## src/sv/dpd_pkg.sv

```systemverilog
`default_nettype none

package dpd_pkg;

  // Image geometry
  localparam int MAX_COLS = 1024;

  // Field widths
  localparam int COL_W    = 10;
  localparam int ROW_W    = 10;
  localparam int DEPTH_W  = 16;
  localparam int COLOR_W  = 8;
  localparam int COORD_W  = 32;
  localparam int CENTER_W = 16;
  localparam int INV_W    = 24;
  localparam int SCALE_W  = 24;
  localparam int MAXD_W   = 16;

  // Fixed-point layout
  localparam int FRAC_PIX    = 6;                            // Q.6 pixel offsets
  localparam int OFS_W       = CENTER_W + 1;                 // signed pixel offset
  localparam int SCALE_FRAC  = 16;                           // Q8.16 depth scale
  localparam int RAWPROD_W   = DEPTH_W + SCALE_W;            // raw * scale
  localparam int DIST_W      = RAWPROD_W - SCALE_FRAC;       // distance before cutoff
  localparam int OZ_W        = OFS_W + DEPTH_W + 1;          // offset * z
  localparam int LAT_W       = OZ_W + INV_W + 1;             // offset * z * inv
  localparam int ROUND_SHIFT = 26;                           // Q.30 -> Q.4

  // Configuration port
  localparam int CFG_IDX_W  = 3;
  localparam int CFG_DATA_W = 24;

  typedef enum logic [CFG_IDX_W-1:0] {
    REG_CENTER_X    = 3'd0,
    REG_CENTER_Y    = 3'd1,
    REG_INV_FOCAL_X = 3'd2,
    REG_INV_FOCAL_Y = 3'd3,
    REG_MM_PER_UNIT = 3'd4,
    REG_MAX_DEPTH   = 3'd5
  } cfg_reg_t;

  // Register reset values
  localparam logic [CENTER_W-1:0] CENTER_X_RST    = 16'd20128;
  localparam logic [CENTER_W-1:0] CENTER_Y_RST    = 16'd14804;
  localparam logic [INV_W-1:0]    INV_FOCAL_X_RST = 24'd27079;
  localparam logic [INV_W-1:0]    INV_FOCAL_Y_RST = 24'd27091;
  localparam logic [SCALE_W-1:0]  MM_PER_UNIT_RST = 24'd65536;
  localparam logic [MAXD_W-1:0]   MAX_DEPTH_RST   = 16'd1000;

  typedef struct packed {
    logic [CENTER_W-1:0] center_x;
    logic [CENTER_W-1:0] center_y;
    logic [INV_W-1:0]    inv_focal_x;
    logic [INV_W-1:0]    inv_focal_y;
    logic [SCALE_W-1:0]  mm_per_unit;
    logic [MAXD_W-1:0]   max_depth;
  } cfg_t;

  typedef struct packed {
    logic [COL_W-1:0]   pixel_col;
    logic [ROW_W-1:0]   pixel_row;
    logic [DEPTH_W-1:0] depth_raw;
    logic [COLOR_W-1:0] red_in;
    logic [COLOR_W-1:0] green_in;
    logic [COLOR_W-1:0] blue_in;
    logic               frame_end_in;
  } pixel_t;

  typedef struct packed {
    logic                      point_valid;
    logic signed [COORD_W-1:0] point_x;
    logic signed [COORD_W-1:0] point_y;
    logic [DEPTH_W-1:0]        point_z;
    logic [COLOR_W-1:0]        red_out;
    logic [COLOR_W-1:0]        green_out;
    logic [COLOR_W-1:0]        blue_out;
    logic                      frame_end_out;
  } point_t;

  typedef struct packed {
    logic [COLOR_W-1:0] red;
    logic [COLOR_W-1:0] green;
    logic [COLOR_W-1:0] blue;
  } rgb_t;

endpackage

`default_nettype wire

```

## src/sv/dpd_cfg_if.sv

```systemverilog
`default_nettype none

interface dpd_cfg_if import dpd_pkg::*; ();
  logic                  valid;
  logic                  ready;
  logic [CFG_IDX_W-1:0]  index;
  logic [CFG_DATA_W-1:0] wdata;

  modport source (output valid, output index, output wdata, input ready);
  modport sink   (input valid, input index, input wdata, output ready);
endinterface

`default_nettype wire

```

## src/sv/dpd_cfg_regs.sv

```systemverilog
`default_nettype none

module dpd_cfg_regs import dpd_pkg::*; (
  input  logic      clk,
  input  logic      rst,
  dpd_cfg_if.sink   cfg,
  output cfg_t      regs
);

  // Every write is accepted; ready is tied high
  assign cfg.ready = 1'b1;

  // Register file; unknown indexes are ignored
  always_ff @(posedge clk) begin
    if (rst) begin
      regs.center_x    <= CENTER_X_RST;
      regs.center_y    <= CENTER_Y_RST;
      regs.inv_focal_x <= INV_FOCAL_X_RST;
      regs.inv_focal_y <= INV_FOCAL_Y_RST;
      regs.mm_per_unit <= MM_PER_UNIT_RST;
      regs.max_depth   <= MAX_DEPTH_RST;
    end else if (cfg.valid) begin
      unique case (cfg_reg_t'(cfg.index))
        REG_CENTER_X:    regs.center_x    <= cfg.wdata[CENTER_W-1:0];
        REG_CENTER_Y:    regs.center_y    <= cfg.wdata[CENTER_W-1:0];
        REG_INV_FOCAL_X: regs.inv_focal_x <= cfg.wdata[INV_W-1:0];
        REG_INV_FOCAL_Y: regs.inv_focal_y <= cfg.wdata[INV_W-1:0];
        REG_MM_PER_UNIT: regs.mm_per_unit <= cfg.wdata[SCALE_W-1:0];
        REG_MAX_DEPTH:   regs.max_depth   <= cfg.wdata[MAXD_W-1:0];
        default: ;
      endcase
    end
  end

endmodule

`default_nettype wire

```

## src/flat_wrapper.sv

```systemverilog
// flat-port wrapper written by rule: the top's interface ports become plain ports
module dpd_cfg_regs_flat import dpd_pkg::*;
  (clk, rst, regs, cfg_valid, cfg_index, cfg_wdata, cfg_ready);
  dpd_cfg_if cfg_i ();
  input  logic clk;
  input  logic rst;
  output cfg_t regs;
  input wire logic [$bits(cfg_i.valid)-1:0] cfg_valid;
  input wire logic [$bits(cfg_i.index)-1:0] cfg_index;
  input wire logic [$bits(cfg_i.wdata)-1:0] cfg_wdata;
  output wire logic [$bits(cfg_i.ready)-1:0] cfg_ready;
  assign cfg_i.valid = cfg_valid;
  assign cfg_i.index = cfg_index;
  assign cfg_i.wdata = cfg_wdata;
  assign cfg_ready = cfg_i.ready;
  dpd_cfg_regs u_core (.clk(clk), .rst(rst), .cfg(cfg_i), .regs(regs));
endmodule
```

## config.mk

```make
export PLATFORM = sky130hd
export DESIGN_NAME = dpd_cfg_regs_flat
export DESIGN_NICKNAME = d
export VERILOG_FILES = /design/src/sv/dpd_pkg.sv /design/src/sv/dpd_cfg_if.sv /design/src/sv/dpd_cfg_regs.sv /design/src/flat_wrapper.sv
export SDC_FILE = /design/constraint.sdc
export NUM_CORES = 1
export LEC_CHECK = 0
export ABC_AREA = 1
export BUFFER_PORTS_ARGS = -buffer_cell sky130_fd_sc_hd__buf_2
export CAP_MARGIN = 20
export CORE_MARGIN = 8
export CORE_UTILIZATION = 50
export CTS_BUF_LIST = sky130_fd_sc_hd__clkbuf_4 sky130_fd_sc_hd__clkbuf_8 sky130_fd_sc_hd__clkbuf_16
export CTS_CLUSTER_DIAMETER = 200
export DETAILED_ROUTE_END_ITERATION = 16
export PLACE_DENSITY_LB_ADDON = 0.15
export SYNTH_ARGS = -nofsm -noshare
export SYNTH_HDL_FRONTEND = slang
export SYNTH_SLANG_ARGS = --single-unit
```

## constraint.sdc

```tcl
create_clock -name clk -period 2.6 [get_ports clk]
set_input_delay 0.52 -clock clk [delete_from_list [all_inputs] [get_ports clk]]
set_output_delay 0.52 -clock clk [all_outputs]
set_load 0.005 [all_outputs]
```

==> results of run 1 <==
per-stage QoR:
| step | instances | cell area, sq um |
|---|---|---|
| 6_report | 908 | 6030 |
| 5_1_grt | 908 | 6030 |
| 4_1_cts | 908 | 6030 |
| 3_5_place_dp | 878 | 5450 |
| 3_3_place_gp | 878 | 5450 |
| 2_1_floorplan | 651 | 4720 |
cell usage in the layout (no fill, tap or decap):
cell	count
dfxtp_1	120
nand2_4	1
buf_2	149
clkbuf_4	2
clkbuf_8	3
o21ai_0	1
nand2_1	160
inv_1	24
nand3b_1	1
bufinv_16	3
nand2_2	8
conb_1	1
nor2_2	1
clkinvlp_4	2
buf_12	2
nor2_4	8
buf_4	3
clkinv_2	5
nor2_1	163
nand3_1	119
clkbuf_16	16
inv_2	5
worst min-delay path by stage:
stage / start / to / depth (start not counted)
after global placement: u_core.regs[47] / u_core.regs[47] / 2
after global routing: cfg_wdata[10] / u_core.regs[114] / 3
after detailed placement: u_core.regs[51] / u_core.regs[51] / 2
after floorplan: u_core.regs[3] / u_core.regs[3] / 2
after CTS: cfg_wdata[10] / u_core.regs[114] / 3
final: cfg_wdata[12] / u_core.regs[100] / 3
routing by layer:
| metal | up-vias | wire, um | track usage (%) |
|---|---|---|---|
| li1 | 2297 | - | - |
| met1 | 2189 | 6100 | 28.1 |
| met2 | 209 | 6950 | 35.9 |
| met3 | 24 | 1370 | 7.67 |
| met4 | 0 | 311 | 9.86 |
| met5 | - | 0 | 0 |
layout make-up:
cell class | instances | area share, %
clock buffer | 21 | 7.58
sequential | 120 | 39.9
multi-input combinational | 463 | 32.9
inverter | 30 | 1.89
clock inverter | 9 | 2.08
timing repair buffer | 154 | 13.4
tap | 111 | 2.30
logic make-up (layout without fill, tap and decap cells):
family,Yosys count,after routing,share of synthesized area (%)
compound gates,1,1,0.106
buf+inv,68,214,7.10
flops,120,120,50.9
other cells,1,1,0.0795
simple gates,461,461,41.8
worst reg2reg max path, delay by kind of cell (launching register included):
kind               cells  cell delay (ns)
and+or+nand+nor        1             0.11
AOI/OAI and AO/OA      1             0.10
DFF                    1             0.32
power by group through the flow:
stage / clock network, mW / logic [mW] / registers [mW]
after CTS: 2.33 / 0.394 / 1.94
after detailed placement: 0 / 0.392 / 1.98
after floorplan: 0 / 0.227 / 1.98
after global placement: 0 / 0.384 / 1.98
after global routing: 2.41 / 0.440 / 1.95
final: 2.30 / 0.395 / 1.94
==> results.toml, run 1 <==
[status]
status = "finished clean"

[finish]
largest_reg_flops = 120
drive_gt1_share_pct = 26.1
fin_nets = 816
final_core_util_pct = 65.5
fillers = 857
antenna_cells = 0
top_regs = "u_core.regs (120)"
seq_area_sq_mm = 0.00240
multi_input_area_sq_mm = 0.00198
largest_register = "u_core.regs"
area.growth.synth_to_final_pct = 27.7

[sta]
timing.final.ws_setup_ns = 1.06
setup_viol = 0
period_share_pct = 59.4
rsz0062_at_grt = "no"
relSlewSlack_pct = 57.5
min_period_ns = 1.54
clock_skew_ns = 0
setup_tns_ns = 0
finalHoldViolCount = 0
worstMarginPinSlew_ns = 0.635
slew_violations = 0
whs_ns = 0.223
fmax_mhz = 647

[logic_synthesis]
synthFlopType = "dfxtp_1"
yosysUniqueCellTypes = 18
synth_area_sq_mm = 0.00472
async_reset_ff_share_pct = 0
ys_seq_area_share_pct = 50.9
synth_top_area_share_pct = 50.9
syn_avg_cell_area_sq_um = 7.25
synth_edf_count = 0
syn_inst = 651
yosysWarningCount = 0
yosysMostFrequentCell = "nor2_1"
synth_area_leaders = "dfxtp_1, nor2_1, nand2_1"
syn_nets = 681
netlist_top_cells_count = "nor2_1, nand2_1, dfxtp_1, nand3_1, inv_1"
ys_ff_latch = 120
yosys.area.top_type = "dfxtp_1"

[route]
via_per_inst = 5.20
drc = 0
finalWirelength_um = 14700
drt_iter0_drc = 408
wl_per_cell_um = 16.2
vias = 4719
firstDrtPassIters = 6
ant_nets = 0

[power]
combPwrFrac_pct = 8.5
p_total_mw = 4.64
power_frac_seq_pct = 41.9
p_sw_mw = 1.09
swShare_pct = 23.4
power_density_mw_per_mm2 = 770
clockPowerShare_pct = 49.6
internal_power_mw = 3.56
leakagePower_nw = 3.01
vdd_drop_max_uv = 391

[setup_path]
slowest_stage = "dfxtp_1"
start_kind = "register"
crit_required_ns = 2.08
r2r_cells = 2
cp-end-kind = "output port"
crit_path_max_incr_delay_ns = 0.37
critPathKind = "register to output port"
worstPathArrival_ns = 1.02
startpoint = "u_core.regs[6]"
critical_path_depth = 1
r2r_start = "u_core.regs[32]"
cp_num_buf_inv = 1
reg2reg_slack_ns = 1.93
crit_path_max_fanout = 2
crit_family = "flip-flops"
cp-endpoint = "regs[6]"
r2r_end = "u_core.regs[32]"
crit_chain = "buf_2"

[cts]
htree_levels = 4
post-cts-setup-buffers = 0
worstSkewPairLatency_ns = 0.51
cts_buffer_depth = 2
root_buffer = "clkbuf_8"
cts_buffers = 17
cts_sinks = 120
ctsHoldBuffers = 0
tritoncts = "yes"
ctsResizeCount = 0
path_clk_slew_ns = 0.05

[floorplan]
die_h_um = 113
ioPinCount = 151
core_sq_mm = 0.00920
die_width_um = 113
fp.dieArea_sq_mm = 0.0128
num_rows = 35
start_util_pct = 51.3

[run]
drv_cap = 0

[grt]
grt_pass1_vias = 4518
antenna_found_initial = 0
grtUsageTotal_pct = 22.9
grt_max_degree = 121
grt_overflow = 0
grt_pass1_wl_um = 23200

[place]
post-place-ws_ns = 0.887
port_buffers = 149
gp_congestion = 0.816
dp_hpwl_um = 10300

[hold_path]
hp-class = "primary input to register"
(Power assumes the default switching activity.)
==> run 2, diff against run 1 <==
Settings changed: CORE_UTILIZATION 50 to 46.
Clock period 2.6 ns to 1.3 ns, I/O delays scaled along.
==> run 2 against run 1 <==
Against the previous run:
- sequential share of layout area down 2.2 points
- hold slack worse by 0.20 ns
- sequential cell count unchanged
- global-route usage down 1.1 points
==> results.toml, run 2 (synthesized netlist as in run 1, its figures left out) <==
[status]
status = "finished clean"

[power]
clockPowerShare_pct = 50.2
leakagePower_nw = 3.14
power_frac_seq_pct = 40.6
p_total_mw = 9.55
p_sw_mw = 2.35
power_density_mw_per_mm2 = 1500
swShare_pct = 24.6
internal_power_mw = 7.19
combPwrFrac_pct = 9.2
vdd_drop_max_uv = 932

[route]
finalWirelength_um = 14900
firstDrtPassIters = 5
via_per_inst = 4.94
wl_per_cell_um = 15.6
ant_nets = 0
drt_iter0_drc = 371
drc = 0
vias = 4727

[grt]
grtUsageTotal_pct = 21.8
grt_pass1_wl_um = 22900
grt_max_degree = 40
grt_overflow = 0
grt_pass1_vias = 4460
antenna_found_initial = 0

[setup_path]
cp_num_buf_inv = 1
cp-end-kind = "output port"
crit_chain = "buf_2"
worstPathArrival_ns = 1.00
start_kind = "register"
slowest_stage = "dfxtp_1"
crit_family = "flip-flops"
crit_required_ns = 1.04
crit_path_max_fanout = 2
crit_path_max_incr_delay_ns = 0.36
critPathKind = "register to output port"
reg2reg_slack_ns = 0.71

[place]
port_buffers = 149
gp_congestion = 0.825
dp_hpwl_um = 10700
post-place-ws_ns = -0.0882

[cts]
cts_buffers = 17
worstSkewPairLatency_ns = 0.51
root_buffer = "clkbuf_8"
tritoncts = "yes"
htree_levels = 4
ctsResizeCount = 0
post-cts-setup-buffers = 0
cts_buffer_depth = 2
cts_sinks = 120
ctsHoldBuffers = 10
path_clk_slew_ns = 0.06

[finish]
antenna_cells = 0
fin_nets = 838
layout_common_cells = "nor2_1, nand2_1, buf_2"
drive_gt1_share_pct = 27.0
fillers = 908
largest_reg_flops = 120
largest_register = "u_core.regs"
area.growth.synth_to_final_pct = 35.1
top_regs = "u_core.regs (120)"
final_common_cell = "nor2_1"

[sta]
clock_skew_ns = 0
relSlewSlack_pct = 62.4
rsz0062_at_grt = "no"
fmax_mhz = 795
period_share_pct = 96.7
timing.final.ws_setup_ns = 0.0423
slew_violations = 0
worstMarginPinSlew_ns = 0.563
setup_viol = 0
min_period_ns = 1.26
setup_tns_ns = 0
finalHoldViolCount = 0

[run]
drv_cap = 0

[floorplan]
fp.dieArea_sq_mm = 0.0138
core_sq_mm = 0.0101
num_rows = 37
die_h_um = 117
ioPinCount = 151
die_width_um = 117
start_util_pct = 46.6

[hold_path]
hp-class = "primary input to register"
## run 2: worst paths after layout
kind,start,cells after the start,endpoint
max,u_core.regs[44],1,regs[44]
min,cfg_wdata[14],3,u_core.regs[118]
max reg2reg,u_core.regs[68],2,u_core.regs[68]
min reg2reg,u_core.regs[54],2,u_core.regs[54]
## run 2: cell type report
class / instances / area [sq um] / area share, %
Sequential cell: 120 / 2400 / 37.7
Multi-Input combinational cell: 463 / 1980 / 31.1
Timing Repair Buffer: 176 / 1100 / 17.2
Clock buffer: 19 / 442 / 6.93
Tap cell: 136 / 170 / 2.67
Clock inverter: 13 / 168 / 2.63
Inverter: 30 / 114 / 1.79
## run 2: metal layers
layer	share of wire (%)	track usage [%]
met5	0	0
met4	1.3	7.34
met3	9.3	6.82
met2	47	35.6
met1	42	26.8
## run 2: through the flow
stage	instances	instance area (sq um)	util [%]	hold WS [ns]
detailed placement	915	5670	55.9	0.443
CTS	957	6380	62.9	0.00727
global placement	915	5670	55.9	0.434
finish	957	6380	62.9	0.0228
floorplan	651	4720	-	0.373
global route	957	6380	62.9	0.0192
## run 2: worst reg2reg max path, cell delays in order (launching register included)
cell and delay [ns]:
dfxtp_1 0.32, nor2_1 0.11, nor2_1 0.06
## run 2: power by group through the flow
stage	logic, mW	registers (mW)	clock network (mW)
floorplan	0.453	3.96	0
global placement	0.837	3.95	0
detailed placement	0.851	3.96	0
CTS	0.879	3.88	4.84
global route	0.968	3.89	5.04
finish	0.875	3.88	4.79
